<file path="config.mk">
export PLATFORM = sky130hd
export DESIGN_NAME = texture_mip_chain_sizer_core
export DESIGN_NICKNAME = d
export VERILOG_FILES = /design/src/hw/rtl/tmcs_pkg.sv /design/src/hw/rtl/texture_mip_chain_sizer_core.sv
export SDC_FILE = /design/constraint.sdc
export NUM_CORES = 2
export LEC_CHECK = 0
export ABC_AREA = 1
export BUFFER_PORTS_ARGS = -buffer_cell sky130_fd_sc_hd__buf_2
export CORE_MARGIN = 2
export CORE_UTILIZATION = 60
export CTS_CLUSTER_SIZE = 20
export DETAILED_ROUTE_END_ITERATION = 10
export GPL_TIMING_DRIVEN = 0
export PLACE_DENSITY = 0.76
export REMOVE_ABC_BUFFERS = 1
export SYNTH_ARGS = -nofsm -noshare
export SYNTH_HDL_FRONTEND = slang
export SYNTH_SLANG_ARGS = --single-unit
</file>
<file path="constraint.sdc">
create_clock -name clk_i -period 10.5 [get_ports clk_i]
set_clock_uncertainty 0.05 [all_clocks]
set_input_delay 1.575 -clock clk_i [delete_from_list [all_inputs] [get_ports clk_i]]
set_output_delay 1.575 -clock clk_i [all_outputs]
set_load 0.02 [all_outputs]
</file>
<file path="src/hw/rtl/tmcs_pkg.sv">
// types and constants shared by the texture mip chain sizer
package tmcs_pkg;

  // default and ceiling of the level count
  localparam int unsigned MaxLevelsDef = 16;

  // format codes
  localparam logic [1:0] FMT_RAW  = 2'd0;
  localparam logic [1:0] FMT_DXT1 = 2'd1;

  // bytes per 4x4 block for the compressed formats
  localparam logic [4:0] DXT1_BLOCK_BYTES = 5'd8;
  localparam logic [4:0] DXT_BLOCK_BYTES  = 5'd16;

  // input word: one texture descriptor
  typedef struct packed {
    logic [14:0] base_width;
    logic [14:0] base_height;
    logic [11:0] layer_depth;
    logic [4:0]  mip_count;
    logic [1:0]  format_kind;
    logic [4:0]  pixel_bytes;
    logic [1:0]  align_log2;
    logic        is_animated;
  } tmcs_in_t;

  // output word: one mip level
  typedef struct packed {
    logic [3:0]  level_number;
    logic [14:0] level_width;
    logic [14:0] level_height;
    logic [14:0] blocks_across;
    logic [14:0] blocks_down;
    logic [4:0]  bytes_per_block;
    logic [18:0] row_pitch;
    logic [32:0] slice_pitch;
    logic [47:0] total_bytes;
    logic        last;
  } tmcs_out_t;

endpackage

</file>
<file path="src/hw/rtl/texture_mip_chain_sizer_core.sv">
// texture mip chain sizer: per-level sizes and pitches from one descriptor
//
//  channel | direction | word         | handshake
//  --------+-----------+--------------+-------------------------
//  in      | input     | tmcs_in_t    | in_valid_i / in_ready_o
//  out     | output    | tmcs_out_t   | out_valid_o / out_ready_i
//
// each level steps through the row, slice and emit states around one shared 24x15
// multiplier; the last level of an animated texture also passes the low and high
// depth scaling states before its emit.
// a zero mip count gives one word, marked last, with every other field zero.
// reset clears the sequencer and the output valid; data registers are not reset.
// a stalled output holds the sequencer in its emit step; a new descriptor is
// taken while the last word of the previous one still waits.
module texture_mip_chain_sizer_core
  import tmcs_pkg::*;
#(
  parameter int unsigned MAX_LEVELS = MaxLevelsDef
) (
  input  logic      clk_i,
  input  logic      rst_ni,
  input  logic      in_valid_i,
  output logic      in_ready_o,
  input  tmcs_in_t  in_data_i,
  output logic      out_valid_o,
  input  logic      out_ready_i,
  output tmcs_out_t out_data_o
);

  localparam logic [4:0] MaxCnt = 5'(MAX_LEVELS);

  // sequencer states
  localparam logic [2:0] S_IDLE   = 3'd0;
  localparam logic [2:0] S_ROW    = 3'd1;
  localparam logic [2:0] S_SLICE  = 3'd2;
  localparam logic [2:0] S_SCL_LO = 3'd3;
  localparam logic [2:0] S_SCL_HI = 3'd4;
  localparam logic [2:0] S_EMIT   = 3'd5;

  logic [2:0]  state_q, state_d;
  logic [3:0]  lv_q, lv_d;
  logic        zero_q, zero_d;

  // held descriptor
  logic [14:0] bw_q, bh_q;
  logic [11:0] depth_q;
  logic [4:0]  cnt_q;
  logic [1:0]  fmt_q;
  logic [4:0]  pb_q;
  logic [1:0]  al_q;
  logic        anim_q;

  // datapath registers
  logic [19:0] row_q, row_d;
  logic [34:0] slice_q, slice_d;
  logic [47:0] total_q, total_d;
  logic [47:0] scale_q, scale_d;

  logic        out_valid_q;
  tmcs_out_t   out_q;

  // per-level geometry
  logic [14:0] w_sh, h_sh, w, h, ba, bd;
  logic [15:0] w_p3, h_p3;
  logic [4:0]  bpb;
  logic        is_last;
  logic [4:0]  cnt_in;

  always_comb begin
    w_sh = bw_q >> lv_q;
    h_sh = bh_q >> lv_q;
    w    = (w_sh == '0) ? 15'd1 : w_sh;
    h    = (h_sh == '0) ? 15'd1 : h_sh;
    w_p3 = {1'b0, w} + 16'd3;
    h_p3 = {1'b0, h} + 16'd3;
    if (fmt_q == FMT_RAW) begin
      ba  = w;
      bd  = h;
      bpb = pb_q;
    end else begin
      ba  = w_p3[15:2] == '0 ? 15'd1 : {1'b0, w_p3[15:2]};
      bd  = h_p3[15:2] == '0 ? 15'd1 : {1'b0, h_p3[15:2]};
      bpb = (fmt_q == FMT_DXT1) ? DXT1_BLOCK_BYTES : DXT_BLOCK_BYTES;
    end
    is_last = ({1'b0, lv_q} + 5'd1) == cnt_q;
  end

  // shared multiplier with operand select
  logic [23:0] mul_a;
  logic [14:0] mul_b;
  logic [38:0] mul_p;

  always_comb begin
    case (state_q)
      S_ROW: begin
        mul_a = {9'd0, w};
        mul_b = {10'd0, pb_q};
      end
      S_SLICE: begin
        mul_a = {4'd0, row_q};
        mul_b = bd;
      end
      S_SCL_LO: begin
        mul_a = total_q[23:0];
        mul_b = {3'd0, depth_q};
      end
      S_SCL_HI: begin
        mul_a = total_q[47:24];
        mul_b = {3'd0, depth_q};
      end
      default: begin
        mul_a = '0;
        mul_b = '0;
      end
    endcase
  end

  assign mul_p = {15'd0, mul_a} * {24'd0, mul_b};

  // row pitch: aligned product for raw pixels, block count times block bytes for dxt
  logic [20:0] row_rnd;
  logic [20:0] row_aln;

  always_comb begin
    row_rnd = {1'b0, mul_p[19:0]} + ((21'd1 << al_q) - 21'd1);
    row_aln = (row_rnd >> al_q) << al_q;
  end

  // output handoff
  logic out_free;
  assign out_free = !out_valid_q || out_ready_i;

  // sequencer
  always_comb begin
    state_d = state_q;
    lv_d    = lv_q;
    zero_d  = zero_q;
    row_d   = row_q;
    slice_d = slice_q;
    total_d = total_q;
    scale_d = scale_q;
    case (state_q)
      S_IDLE: begin
        if (in_valid_i) begin
          lv_d    = '0;
          total_d = '0;
          zero_d  = (in_data_i.mip_count == '0);
          state_d = (in_data_i.mip_count == '0) ? S_EMIT : S_ROW;
        end
      end
      S_ROW: begin
        if (fmt_q == FMT_RAW) begin
          row_d = row_aln[19:0];
        end else if (fmt_q == FMT_DXT1) begin
          row_d = {5'd0, ba} << 3;
        end else begin
          row_d = {5'd0, ba} << 4;
        end
        state_d = S_SLICE;
      end
      S_SLICE: begin
        slice_d = mul_p[34:0];
        total_d = total_q + {13'd0, mul_p[34:0]};
        state_d = (is_last && anim_q) ? S_SCL_LO : S_EMIT;
      end
      S_SCL_LO: begin
        scale_d = {9'd0, mul_p};
        state_d = S_SCL_HI;
      end
      S_SCL_HI: begin
        total_d = scale_q + {mul_p[23:0], 24'd0};
        state_d = S_EMIT;
      end
      S_EMIT: begin
        if (out_free) begin
          if (zero_q || is_last) begin
            state_d = S_IDLE;
          end else begin
            lv_d    = lv_q + 4'd1;
            state_d = S_ROW;
          end
        end
      end
      default: begin
        state_d = S_IDLE;
      end
    endcase
  end

  assign in_ready_o = (state_q == S_IDLE);

  // descriptor capture with level count saturation
  assign cnt_in = (in_data_i.mip_count > MaxCnt) ? MaxCnt : in_data_i.mip_count;

  always_ff @(posedge clk_i) begin
    if (in_valid_i && in_ready_o) begin
      bw_q    <= in_data_i.base_width;
      bh_q    <= in_data_i.base_height;
      depth_q <= in_data_i.layer_depth;
      cnt_q   <= cnt_in;
      fmt_q   <= in_data_i.format_kind;
      pb_q    <= in_data_i.pixel_bytes;
      al_q    <= in_data_i.align_log2;
      anim_q  <= in_data_i.is_animated;
    end
    row_q   <= row_d;
    slice_q <= slice_d;
    total_q <= total_d;
    scale_q <= scale_d;
  end

  // control registers
  always_ff @(posedge clk_i or negedge rst_ni) begin
    if (!rst_ni) begin
      state_q <= S_IDLE;
      lv_q    <= '0;
      zero_q  <= 1'b0;
    end else begin
      state_q <= state_d;
      lv_q    <= lv_d;
      zero_q  <= zero_d;
    end
  end

  // output word register
  tmcs_out_t res;

  always_comb begin
    if (zero_q) begin
      res      = '0;
      res.last = 1'b1;
    end else begin
      res.level_number    = lv_q;
      res.level_width     = w;
      res.level_height    = h;
      res.blocks_across   = ba;
      res.blocks_down     = bd;
      res.bytes_per_block = bpb;
      res.row_pitch       = row_q[19] ? '1 : row_q[18:0];
      res.slice_pitch     = (slice_q[34:33] != '0) ? '1 : slice_q[32:0];
      res.total_bytes     = total_q;
      res.last            = is_last;
    end
  end

  always_ff @(posedge clk_i or negedge rst_ni) begin
    if (!rst_ni) begin
      out_valid_q <= 1'b0;
    end else if (state_q == S_EMIT && out_free) begin
      out_valid_q <= 1'b1;
    end else if (out_ready_i) begin
      out_valid_q <= 1'b0;
    end
  end

  always_ff @(posedge clk_i) begin
    if (state_q == S_EMIT && out_free) begin
      out_q <= res;
    end
  end

  assign out_valid_o = out_valid_q;
  assign out_data_o  = out_q;

  // checks
  a_busy_after_accept: assert property (@(posedge clk_i) disable iff (!rst_ni)
    in_valid_i && in_ready_o |=> state_q != S_IDLE)
    else $error("sequencer idle after accepting a descriptor");

  a_level_in_range: assert property (@(posedge clk_i) disable iff (!rst_ni)
    (state_q != S_IDLE) && !zero_q |-> ({1'b0, lv_q} < cnt_q))
    else $error("level counter beyond the level count");

  a_zero_width_only_empty: assert property (@(posedge clk_i) disable iff (!rst_ni)
    out_valid_o && (out_data_o.level_width == '0) |->
      out_data_o.last && (out_data_o.total_bytes == '0))
    else $error("zero width outside an empty descriptor result");

  a_emit_holds_on_stall: assert property (@(posedge clk_i) disable iff (!rst_ni)
    (state_q == S_EMIT) && out_valid_o && !out_ready_i |=> state_q == S_EMIT)
    else $error("sequencer left emit while output stalled");

endmodule

</file>
# Word-level counts from Yosys, hierarchy flattened
# Index checks and enable logic that the tools add are counted.
# classes
add_sub_neg,8
mul,1
n_lt_le_gt_ge,1
n_eq_ne,10
shift,5
muxes,28
n_reduce_logical,22
# ops
cell,count
case mux 48 bit (3 select lines),1
case mux 24 bit (4 select lines),1
two-way mux 15 bit,4
adder 39 x 48 -> 48 bit,1
adder 48 x 35 -> 48 bit,1
two-way mux 48 bit,1
case mux 15 bit (3 select lines),1
multiplier 24 x 15 -> 39 bit,1
two-way mux 19 bit,2
two-way mux 33 bit,1
"adder 15 x 2 -> 16 bit, second input constant",2
zero test 15 bit,2
>> shifter 15 x 4 -> 15 bit,2
zero test 14 bit,2
two-way mux 14 bit,2
adder 20 x 21 -> 21 bit,1
"left shift 1 x 2 -> 21 bit, first input constant",1
left shift 21 x 2 -> 20 bit,1
>> shifter 21 x 2 -> 21 bit,1
"subtractor 21 x 1 -> 21 bit, second input constant",1
two-way mux 20 bit,1
case mux 3 bit (6 select lines),1
two-way mux 3 bit,4
two-way mux 4 bit,3
other kinds (23),37
# totals
register_bits,378
elab_cells,101

# Logic depth before layout (Yosys ltp)
# logic_depth
ltp_word,13
depth_mapped,58
depth_no_buf,55

# Worst setup path before layout
# Ideal clock, no wire load.
# synth_timing
path_type,input -> register
from,in out_ready_i
to,"reg out_q (netlist bit out_data_o[0]), enable pin"
setup_time_ns,0.703
arrival_time_ns,8.638
slack_ns,1.109
path_stages,2
cell_sequence,nor2_1 nor2_1
# synth_between
elab_chain_cells,2
# synth_rtl
item,line_no,text
"start, declared",texture_mip_chain_sizer_core.sv:26,"input logic out_ready_i,"
logical OR 1 bit,texture_mip_chain_sizer_core.sv:131,assign out_free = !out_valid_q || out_ready_i;
logical AND 1 bit,texture_mip_chain_sizer_core.sv:257,if (state_q == S_EMIT && out_free) begin
"end signal, assigned",texture_mip_chain_sizer_core.sv:258,out_q <= res;
"end, declared",texture_mip_chain_sizer_core.sv:60,tmcs_out_t out_q;
# No other way between the ends.
# A chain may end at the register's enable or synchronous reset.

# Worst setup path in the final report
# layout_timing
from,reg state_q[2]
to,reg total_q[43] (data pin)
# layout_between
elab_chain_cells,6
elab_cells_between_ends,12
cone_classes,add/sub (2); mul (1); eq/ne (4); mux (3); reduce/logical (2)
# layout_rtl
item,line_no,text
"start, declared",texture_mip_chain_sizer_core.sv:40,"logic [2:0] state_q, state_d;"
"start signal, assigned",texture_mip_chain_sizer_core.sv:219,state_q <= state_d;
equality test 3 bit or equality test 3 x 2 -> 1 bit (tied branches),texture_mip_chain_sizer_core.sv:94,case (state_q)
OR reduction 2 bit (no line),--,
case mux 15 bit (3 select lines),texture_mip_chain_sizer_core.sv:94,
multiplier 24 x 15 -> 39 bit (*),texture_mip_chain_sizer_core.sv:118,"assign mul_p = {15'd0, mul_a} * {24'd0, mul_b};"
named net mul_p[32],texture_mip_chain_sizer_core.sv:91,logic [38:0] mul_p;
adder 48 x 35 -> 48 bit (*),texture_mip_chain_sizer_core.sv:163,"total_d = total_q + {13'd0, mul_p[34:0]};"
case mux 48 bit (3 select lines) (*),texture_mip_chain_sizer_core.sv:142,case (state_q)
named net total_d[43],texture_mip_chain_sizer_core.sv:56,"logic [47:0] total_q, total_d;"
"end signal, assigned",texture_mip_chain_sizer_core.sv:208,total_q <= total_d;
"end, declared",texture_mip_chain_sizer_core.sv:56,
# Mark *: on every way through the listed nets, which the timed path passes. The rest lies on a longest branch.

==> out/qor.yml <==
status:
  outcome: "completed"
logic_synthesis:
  post_synth_instance_area_mm2: 0.0328
  synth-seq-area-share: 0.345
  synth_warnings: 0
  synth_area_per_cell_um2: 8.74
  synth-main-ff-cell: "edfxtp_1"
  yosysUniqueCellTypes: 65
  synth_cells: 3752
  ys_seq_elements: 378
  synth_edf_count: 369
  async_reset_ff_frac: 0.0238
detailed_routing:
  viasPerCell: 5.96
  first_iter_violations: 3618
  dr_total_vias: 28352
  postRouteAntennaNets: 0
  drt-total-wl_mm: 104
  drc_errors: 0
  routedWlPerCell_um: 21.9
  drt-pass1-iter-count: 9
run:
  timing.max_cap.violations: 0
worst_setup_path:
  cp-start-kind: "flip-flop"
  r2r-start: "state_q[2]"
  rrSetupSlack_ns: 0.32
  reg2reg_depth: 43
  timing.critical_path.slowest_cell_delay_ns: 0.55
  crit_arrival_ns: 10.47
  endpoint_kind: "flip-flop"
  reg2reg_to: "total_q[43]"
  cp_slowest_cell: "fa_1"
  crit_fanout: 46
  cp_common_cell: "fa_1"
  cp.required_ns: 10.79
  critPathKind: "reg2reg"
clock_network:
  numCtsBuffers: 43
  cts_tree: "yes"
  clk_path_buf_depth: 3
  cts_sinks: 378
  cts_root_buf: "clkbuf_16"
  htreeDepth: 2
  path_clk_slew_ns: 0.06
  insertion_delay_ns: 0.61
layout:
  drive_gt1_frac: 0.159
  final_nets: 4558
  post-route-util: 0.700
  syn_to_final_growth_pct: 15.0
  instances_no_fill: 4754
  antenna-diode-count: 0
  final_cell_mix: "nand2_1, inv_1, edfxtp_1"
  layout_commonest_cell: "nand2_1"
floorplan:
  ios: 233
  core_mm2: 0.0539
  die_w_um: 238
  start_util: 0.608
  dieArea_mm2: 0.0566
  die_h_um: 238
  rows: 85
global_routing:
  grt_max_degree: 65
  grt_antenna_before_repair: 0
  grt_pass1_wl_mm: 156
  grt_util_all_layers: 0.366
  grt-ovfl-total: 0
  grt_pass1_vias: 27406
sta:
  tightest_slew_ns: 1.33
  setup_violations: 0
  rsz0062_at_grt: "true"
  max_slew_margin: 0.116
  min_period_ns: 10.18
  fmax_mhz: 98.2
  finalWorstSetupSlack_ns: 0.320
  min_period_over_period: 0.970
  finalHoldViolCount: 0
  slew_viol_final: 0
placement:
  dp_cells: 4595
  dp_hpwl_mm: 77.0
  dp_slack_ns: -1.88
  numPortBuffers: 232
  gp_congestion: 1.01
worst_hold_path:
  hold_depth: 2
  hp-class: "reg2reg"
  hold_start: "scale_q[20]"
  holdPathEnd: "total_q[20]"
[cell usage after synthesis (all sizes together), types with 32 or more instances]
| cell | count | share of area |
|---|---|---|
| a21oi | 325 | 0.052 |
| buf | 59 | 0.013 |
| clkbuf | 60 | 0.0069 |
| edfxtp | 369 | 0.34 |
| fa | 287 | 0.18 |
| ha | 182 | 0.069 |
| inv | 654 | 0.075 |
| nand2 | 776 | 0.092 |
| nand3 | 214 | 0.036 |
| nand4 | 40 | 0.0078 |
| nor2 | 356 | 0.045 |
| nor3 | 32 | 0.0053 |
| o21ai | 166 | 0.026 |
| xor2 | 48 | 0.013 |
[routing by layer]
metal / global-route usage / up-vias / part of all wire
li1: - / 12754 / -
met1: 0.466 / 13433 / 0.37
met2: 0.582 / 1728 / 0.46
met3: 0.0792 / 437 / 0.11
met4: 0.209 / 0 / 0.071
met5: 0 / - / 0
[metrics by stage]
stage / hold WS [ns] / cell area [µm²] / setup TNS [ns]
floorplan: 0.445 / 32200 / -187.01
global placement: 0.450 / 34200 / -1510.60
detailed placement: 0.457 / 34800 / -54.50
CTS: 0.471 / 36900 / 0
global route: 0.494 / 37700 / -0.395
finish: 0.472 / 37700 / 0
[critical path, delay by kind of cell (launching register included)]
| family | cells | cell delay (ns) |
|---|---|---|
| AND/OR/NAND/NOR | 16 | 2.60 |
| AO/OA/AOI/OAI | 7 | 1.07 |
| buffers and inverters | 11 | 1.68 |
| XOR/XNOR | 1 | 0.32 |
| flip-flops | 1 | 0.40 |
| adder cells (fa/ha/maj) | 8 | 3.80 |
[flip-flops by register name, summed over array words and instances, names as in the netlist, 4 cells and up]
name / flops
row_q: 20
total_q: 48
pb_q: 5
out_data_o: 170
bw_q: 15
cnt_q: 5
scale_q: 39
slice_q: 35
lv_q: 4
bh_q: 15
depth_q: 12
[cell families (layout without fill, tap and decap cells)]
kind of cell | after synthesis | in the layout | share of synthesized area
fa+ha+maj | 469 | 469 | 0.245
simple gates | 1451 | 1457 | 0.193
other cells | 2 | 12 | 0.000229
compound gates | 604 | 605 | 0.104
flops | 378 | 378 | 0.345
xor+xnor | 71 | 71 | 0.0190
buf+inv | 777 | 1066 | 0.0951
[worst max path at each step]
stage	from	to	slack, ns	cells after the start
floorplan	state_q[2]	total_q[44]	-3.21	37
CTS	lv_q[0]	total_q[43]	0.002	45
detailed placement	lv_q[2]	total_q[43]	-1.88	41
finish	state_q[2]	total_q[43]	0.32	43
global placement	state_q[2]	total_q[43]	-11.29	34
global route	lv_q[0]	total_q[43]	-0.07	43
[timing repair]
| item | CTS | global route |
|---|---|---|
| cloned | 4 | 4 |
| hold buffers | 0 | 0 |
| endpoints found under the hold margin | 0 | 0 |
| buffers inserted | 33 | 43 |
| endpoints found under the setup margin | 49 | 32 |
| gates resized for setup | 73 | 84 |
| pin swaps | 14 | 15 |
[final cells by class]
class	count	area, µm²
multi-input cells	2614	19200
fillers	4152	16200
flip-flops and latches	378	11300
inverters	658	2560
repair buffers	332	2280
clock buffers	51	1130
well taps	696	871
clock inverters	24	353
repair inverters	1	7.51
Power is not shown: default switching activity piles up to over one toggle a cycle in this logic, so the estimate is an artifact.
